**src/design/pc3_pkg.sv**
```systemverilog
// ----------------------------------------------------------------------------
// pc3_pkg
// Shared types of the three-point curvature unit: the command and status
// words between the sequencer and the bit-serial arithmetic engine.
// ----------------------------------------------------------------------------
package pc3_pkg;

  // Operation run by the arithmetic engine
  typedef enum logic [1:0] {
    OP_MUL  = 2'd0,
    OP_SQRT = 2'd1,
    OP_DIV  = 2'd2,
    OP_ACOS = 2'd3
  } eng_op_e;

  typedef struct packed {
    logic       go;
    eng_op_e    op;
    logic [4:0] fbits;
  } eng_cmd_t;

  typedef struct packed {
    logic busy;
    logic done;
  } eng_stat_t;

endpackage

```
**src/design/pc3_engine.sv**
```systemverilog
// ----------------------------------------------------------------------------
// pc3_engine
// Bit-serial arithmetic engine: shift-add multiply (one bit a cycle),
// square root (one root bit a cycle), restoring divide with saturation
// (one quotient bit a cycle) and CORDIC arc cosine (one step a cycle).
// ----------------------------------------------------------------------------
module pc3_engine (
  input  logic              clk_i,
  input  logic              rst_ni,
  input  pc3_pkg::eng_cmd_t cmd_i,
  input  logic [63:0]       opa_i,
  input  logic [63:0]       opb_i,
  input  logic [32:0]       cap_i,
  output pc3_pkg::eng_stat_t stat_o,
  output logic [63:0]       res_o
);
  import pc3_pkg::*;

  localparam logic signed [35:0] HalfPiQ30 = 36'sd1686629713;
  localparam logic signed [35:0] PiQ30     = 36'sd3373259426;
  localparam logic [6:0]         CordicLast = 7'd29;
  localparam logic [6:0]         WordLast   = 7'd31;
  localparam logic [6:0]         DivBase    = 7'd63;

  function automatic logic signed [35:0] atan_q30(input logic [4:0] i);
    logic signed [35:0] a;
    case (i)
      5'd0:  a = 36'sd843314857;
      5'd1:  a = 36'sd497837829;
      5'd2:  a = 36'sd263043837;
      5'd3:  a = 36'sd133525159;
      5'd4:  a = 36'sd67021687;
      5'd5:  a = 36'sd33543516;
      5'd6:  a = 36'sd16775851;
      5'd7:  a = 36'sd8388437;
      5'd8:  a = 36'sd4194283;
      5'd9:  a = 36'sd2097149;
      5'd10: a = 36'sd1048576;
      5'd11: a = 36'sd524288;
      5'd12: a = 36'sd262144;
      5'd13: a = 36'sd131072;
      5'd14: a = 36'sd65536;
      5'd15: a = 36'sd32768;
      5'd16: a = 36'sd16384;
      5'd17: a = 36'sd8192;
      5'd18: a = 36'sd4096;
      5'd19: a = 36'sd2048;
      5'd20: a = 36'sd1024;
      5'd21: a = 36'sd512;
      5'd22: a = 36'sd256;
      5'd23: a = 36'sd128;
      5'd24: a = 36'sd64;
      5'd25: a = 36'sd32;
      5'd26: a = 36'sd16;
      5'd27: a = 36'sd8;
      5'd28: a = 36'sd4;
      5'd29: a = 36'sd2;
      default: a = 36'sd0;
    endcase
    return a;
  endfunction

  eng_op_e    op_q;
  logic       busy_q, done_q;
  logic [6:0] cnt_q, lim_q;

  // multiply
  logic [63:0] mp_q, mc_q;
  logic [31:0] mr_q;
  // square root
  logic [63:0] sn_q;
  logic [35:0] sr_q;
  logic [31:0] sq_q;
  // divide
  logic [63:0] dn_q, dd_q, dr_q;
  logic [32:0] dq_q, cap_q;
  logic        dov_q;
  // cordic
  logic signed [35:0] x_q, y_q, z_q;
  logic               zfix_q, zneg_q;

  logic [35:0]        s_rn, s_trial;
  logic               s_ge;
  logic [63:0]        d_r2;
  logic               d_ge;
  logic signed [35:0] c_sx, c_sy, c_at, c36, s36, z_cl;
  logic [4:0]         c_i;

  // One step of each unit
  always_comb begin
    s_rn    = {sr_q[33:0], sn_q[63:62]};
    s_trial = {2'b00, sq_q, 2'b01};
    s_ge    = (s_rn >= s_trial);
    d_r2    = {dr_q[62:0], dn_q[63]};
    d_ge    = (d_r2 >= dd_q);
    c_i     = cnt_q[4:0];
    c_sx    = y_q >>> c_i;
    c_sy    = x_q >>> c_i;
    c_at    = atan_q30(c_i);
    c36     = {{4{opa_i[31]}}, opa_i[31:0]};
    s36     = {4'b0000, opb_i[31:0]};
  end

  // Sequence control
  always_ff @(posedge clk_i or negedge rst_ni) begin
    if (!rst_ni) begin
      op_q   <= OP_MUL;
      busy_q <= 1'b0;
      done_q <= 1'b0;
      cnt_q  <= '0;
      lim_q  <= '0;
    end else begin
      done_q <= 1'b0;
      if (cmd_i.go) begin
        op_q   <= cmd_i.op;
        busy_q <= 1'b1;
        cnt_q  <= '0;
        case (cmd_i.op)
          OP_DIV:  lim_q <= DivBase + {2'b00, cmd_i.fbits};
          OP_ACOS: lim_q <= CordicLast;
          default: lim_q <= WordLast;
        endcase
      end else if (busy_q) begin
        cnt_q <= cnt_q + 7'd1;
        if (cnt_q == lim_q) begin
          busy_q <= 1'b0;
          done_q <= 1'b1;
        end
      end
    end
  end

  // Load operands, then advance one digit a cycle
  always_ff @(posedge clk_i) begin
    if (cmd_i.go) begin
      case (cmd_i.op)
        OP_MUL: begin
          mp_q <= '0;
          mc_q <= {32'd0, opa_i[31:0]};
          mr_q <= opb_i[31:0];
        end
        OP_SQRT: begin
          sn_q <= opa_i;
          sr_q <= '0;
          sq_q <= '0;
        end
        OP_DIV: begin
          dn_q  <= opa_i;
          dd_q  <= opb_i;
          dr_q  <= '0;
          dq_q  <= '0;
          dov_q <= 1'b0;
          cap_q <= cap_i;
        end
        default: begin
          zfix_q <= (opb_i[31:0] == 32'd0);
          zneg_q <= opa_i[31];
          if (!opa_i[31]) begin
            x_q <= c36;
            y_q <= s36;
            z_q <= '0;
          end else begin
            x_q <= s36;
            y_q <= -c36;
            z_q <= HalfPiQ30;
          end
        end
      endcase
    end else if (busy_q) begin
      case (op_q)
        OP_MUL: begin
          if (mr_q[0]) mp_q <= mp_q + mc_q;
          mc_q <= {mc_q[62:0], 1'b0};
          mr_q <= {1'b0, mr_q[31:1]};
        end
        OP_SQRT: begin
          sn_q <= {sn_q[61:0], 2'b00};
          sr_q <= s_ge ? (s_rn - s_trial) : s_rn;
          sq_q <= {sq_q[30:0], s_ge};
        end
        OP_DIV: begin
          dn_q  <= {dn_q[62:0], 1'b0};
          dr_q  <= d_ge ? (d_r2 - dd_q) : d_r2;
          dq_q  <= {dq_q[31:0], d_ge};
          dov_q <= dov_q | dq_q[32];
        end
        default: begin
          if (y_q > 36'sd0) begin
            x_q <= x_q + c_sx;
            y_q <= y_q - c_sy;
            z_q <= z_q + c_at;
          end else begin
            x_q <= x_q - c_sx;
            y_q <= y_q + c_sy;
            z_q <= z_q - c_at;
          end
        end
      endcase
    end
  end

  // Final result: pass the product or root, saturate the quotient, clamp the angle
  always_comb begin
    z_cl = z_q;
    if (z_q < 36'sd0) z_cl = '0;
    if (z_q > PiQ30)  z_cl = PiQ30;
    if (zfix_q)       z_cl = zneg_q ? PiQ30 : 36'sd0;
    case (op_q)
      OP_MUL:  res_o = mp_q;
      OP_SQRT: res_o = {32'd0, sq_q};
      OP_DIV:  res_o = {31'd0, ((dov_q || (dq_q > cap_q)) ? cap_q : dq_q)};
      default: res_o = {28'd0, z_cl};
    endcase
  end

  assign stat_o.busy = busy_q;
  assign stat_o.done = done_q;

endmodule
```
**config.mk**
```make
export PLATFORM = sky130hd
export DESIGN_NAME = pc3_engine
export DESIGN_NICKNAME = d
export VERILOG_FILES = /design/src/design/pc3_pkg.sv /design/src/design/pc3_engine.sv
export SDC_FILE = /design/constraint.sdc
export NUM_CORES = 2
export LEC_CHECK = 0
export BUFFER_PORTS_ARGS = -buffer_cell sky130_fd_sc_hd__buf_4
export CORE_MARGIN = 1.5
export CORE_UTILIZATION = 27
export CTS_BUF_LIST = sky130_fd_sc_hd__clkbuf_16
export DETAILED_ROUTE_END_ITERATION = 6
export GPL_ROUTABILITY_DRIVEN = 0
export SLEW_MARGIN = 20
export SYNTH_ARGS = -nofsm -noshare
export SYNTH_HDL_FRONTEND = slang
export SYNTH_SLANG_ARGS = --single-unit
```
**constraint.sdc**
```tcl
create_clock -name clk_i -period 14.77 [get_ports clk_i]
set_input_delay 2.954 -clock clk_i [delete_from_list [all_inputs] [get_ports clk_i]]
set_output_delay 2.954 -clock clk_i [all_outputs]
set_load 0.005 [all_outputs]
```
==> metrics.txt <==
routed wire length per instance=about 22 µm; clk sink count=around 680; chip width=440.2 µm; #FFs+latches synth=slightly below 700; die height=around 440 µm; row count=160; CP arrival=8.58 ns; Unique masters post-synth=a little over 100; post-route ant nets=0; register area=approximately 20000 µm²; CTS Hold Bufs=0; global route hottest layer=met2; 1st-pass router iterations=7; final worst slack=approximately 6.6 ns; Inserted Clock Buffers=between 80 and 90; Worst EP required=15.18 ns; Post-CTS Resized=0; Setup TNS Final=0 ns; clk buf depth=3; worst clock skew=0.03607 ns; Post-Syn Instances=roughly 5500; most frequent cells after synthesis=658 x edfxtp_1, 455 x nor2_1, 454 x nand2_1; CTS tree=done; critical path class=flop to flop; drt initial violations=4200; post-synth top area share=38.28%; Final setup viols=0; failing checks=DRC; RSZ-0062 raised after global routing=no; largest net degree at the start of global routing=about 150; Hold Vio Cnt, Final=0; effective utilization at floorplan=around 27%; met1 Track Usage GR=around a fifth; run status=complete, but fails checks; Pleak=around 23 nW; CP endpoint kind=flop; Post-DP Area=55810 µm²; layout cells sized above 1=11.56%; Fmax=about 120 MHz; core area=around 190000 µm²; Clk pin slew, worst setup/hold paths=about 0.06 ns; Multi-input gate area=around 29000 µm²; Core Util, Final=30.85%; Synth Flop Type=edfxtp_1; Critical Path Fanout Max=78; syn nets=5959; EDFF count, synth=roughly 660; asr flop ratio synth=between 2 and 3%; Tot GR Track Use=~18%; HPWL Detailed=around 130000 µm; Slew HR=~28%; Synth area leaders=edfxtp_1 38%, ha_1 7.6%, a21oi_1 4.2%; Tcrit/Tclk final=a little under three fifths; grt total ovfl=0; most frequent cell after synthesis=edfxtp_1; post-route cell area=around 59000 µm²; sequential share of the synthesized area=39.15%; Area Growth Syn to Fin=13.56%; layout net count=about 6000; grt met3 use=3.783%; max_cap viols=0; Setup WS pre-CTS=roughly 6.8 ns; Final Critical Period=between 8 and 9 ns; worst min-delay path class=flop to flop; Slew @ Worst Pin=approximately 1.1 ns; io pins=between 200 and 250; worst skew pair latency=between 0.7 and 0.8 ns; Vias=~44000; Detailed Route WL=roughly 180000 µm; htree depth=3; Avg Cell Area, Syn=around 9.4 µm²; synthesized area=51620 µm²; Fill cells=approximately 20000; hold slack=0.5068 ns; grt met2 use=27.86%; first-pass GRT wire length=around 260000 µm; yosys warns=0; fin. max-slew vios=0; Post-CTS Setup Bufs=0; DRC viols=3; Vias/cell=roughly 5.4; CTS root buffer=clkbuf_16; number of global-route vias before repair=between 40000 and 50000; antenna violations before repair=17; Die ar.=~190000 µm²; PD cells=128.2 nW/µm²; Yosys top cell by area=edfxtp_1; worst-case vdd ir drop=between 0.08 and 0.09 mV; Port Buf Inserts=236; Startpoint Class=flop
state kept, by name (all words and copies together) (netlist names), 32 cells and up:
signal,cells
mc_q,64
mp_q,64
x_q,36
sn_q,64
dn_q,64
dr_q,63
mr_q,32
y_q,36
dd_q,64
z_q,36
dq_q,33
sr_q,34
sq_q,32
cap_q,33
logic make-up after synthesis:
| kind of cell | count (synthesis) | synth area share, % |
|---|---|---|
| adder cells (fa/ha/maj) | 317 | 7.756 |
| buffers and inverters | 680 | 5.124 |
| AND/OR/NAND/NOR | 1567 | 14.55 |
| AO/OA/AOI/OAI | 1564 | 18.85 |
| XOR/XNOR | 342 | 5.803 |
| multiplexers | 325 | 8.772 |
| flip-flops | 676 | 39.15 |
through the flow:
stage / power (W) / instances
6_report: 0.007512 / 8123
5_1_grt: 0.007913 / 8120
4_1_cts: 0.007511 / 8117
3_5_place_dp: 0.005363 / 7968
3_3_place_gp: 0.005322 / 7968
2_1_floorplan: 0.004596 / 5471
final cells by class:
class                   instances  area share, %
multi-input cells            4115          49.25
well taps                    2511          5.360
repair buffers                282          3.646
inverters                     384          2.459
clock inverters                68          1.302
flip-flops and latches        676          34.50
diodes                          6        0.02561
clock buffers                  81          3.458
power breakdown:
part	switching [W]	leakage [nW]	total, W	internal (W)
combinational	0.00166	15.2	0.00284	0.00117
sequential	0.000206	6.42	0.00256	0.00236
clock	0.000903	1.40	0.00211	0.00121
cell usage in the layout, fill, tap and decap left out, types with 86 or more instances in the layout:
cell,n
nand2_1,454
xor2_1,133
a21oi_1,434
xnor2_1,209
edfxtp_1,658
nor3_1,86
inv_1,393
ha_1,312
mux2i_1,146
nor2_1,451
nand3_1,86
a21o_1,168
mux4_2,93
buf_4,280
nor2b_1,108
o21ai_0,425
path summary, 6_finish.rpt:
| check | slack (ns) | depth (start not counted) | startpoint | end |
|---|---|---|---|---|
| setup / recovery | 6.59 | 22 | cnt_q[2] | x_q[32] |
| max in group asynchronous | 12.31 | 1 | rst_ni | cnt_q[4] |
| hold reg to reg | 0.51 | 1 | lim_q[1] | lim_q[1] |
| min in group asynchronous | 2.13 | 1 | rst_ni | done_q |
| setup reg to reg | 6.59 | 22 | cnt_q[2] | x_q[32] |
| hold / removal | 0.51 | 1 | lim_q[1] | lim_q[1] |
metal layers:
metal | up-vias | part of all wire (%)
met4 | 14 | 8.6
met3 | 630 | 7.6
met5 | - | 0.051
met2 | 1905 | 45
li1 | 20310 | -
met1 | 21000 | 39
worst max-delay path: stages, from the launching register on:
cell and delay (ns):
dfrtp_4 1.00, buf_4 0.74, mux4_2 0.60, mux2_2 0.29, o22a_1 0.20, o221ai_1 0.48, nand4b_4 0.18, nor4_4 0.49
nand3_2 0.16, or4_4 0.59, nor2_1 0.15, o21ai_0 0.10, a221oi_1 0.37, ha_1 0.36, nand2_1 0.11, o21ai_0 0.12
or4_1 0.48, a211oi_1 0.36, nor2_1 0.19, a311o_1 0.38, a21oi_1 0.19, xor2_1 0.17, nor2_1 0.05
No activity file was read; power rests on OpenSTA's default activity.
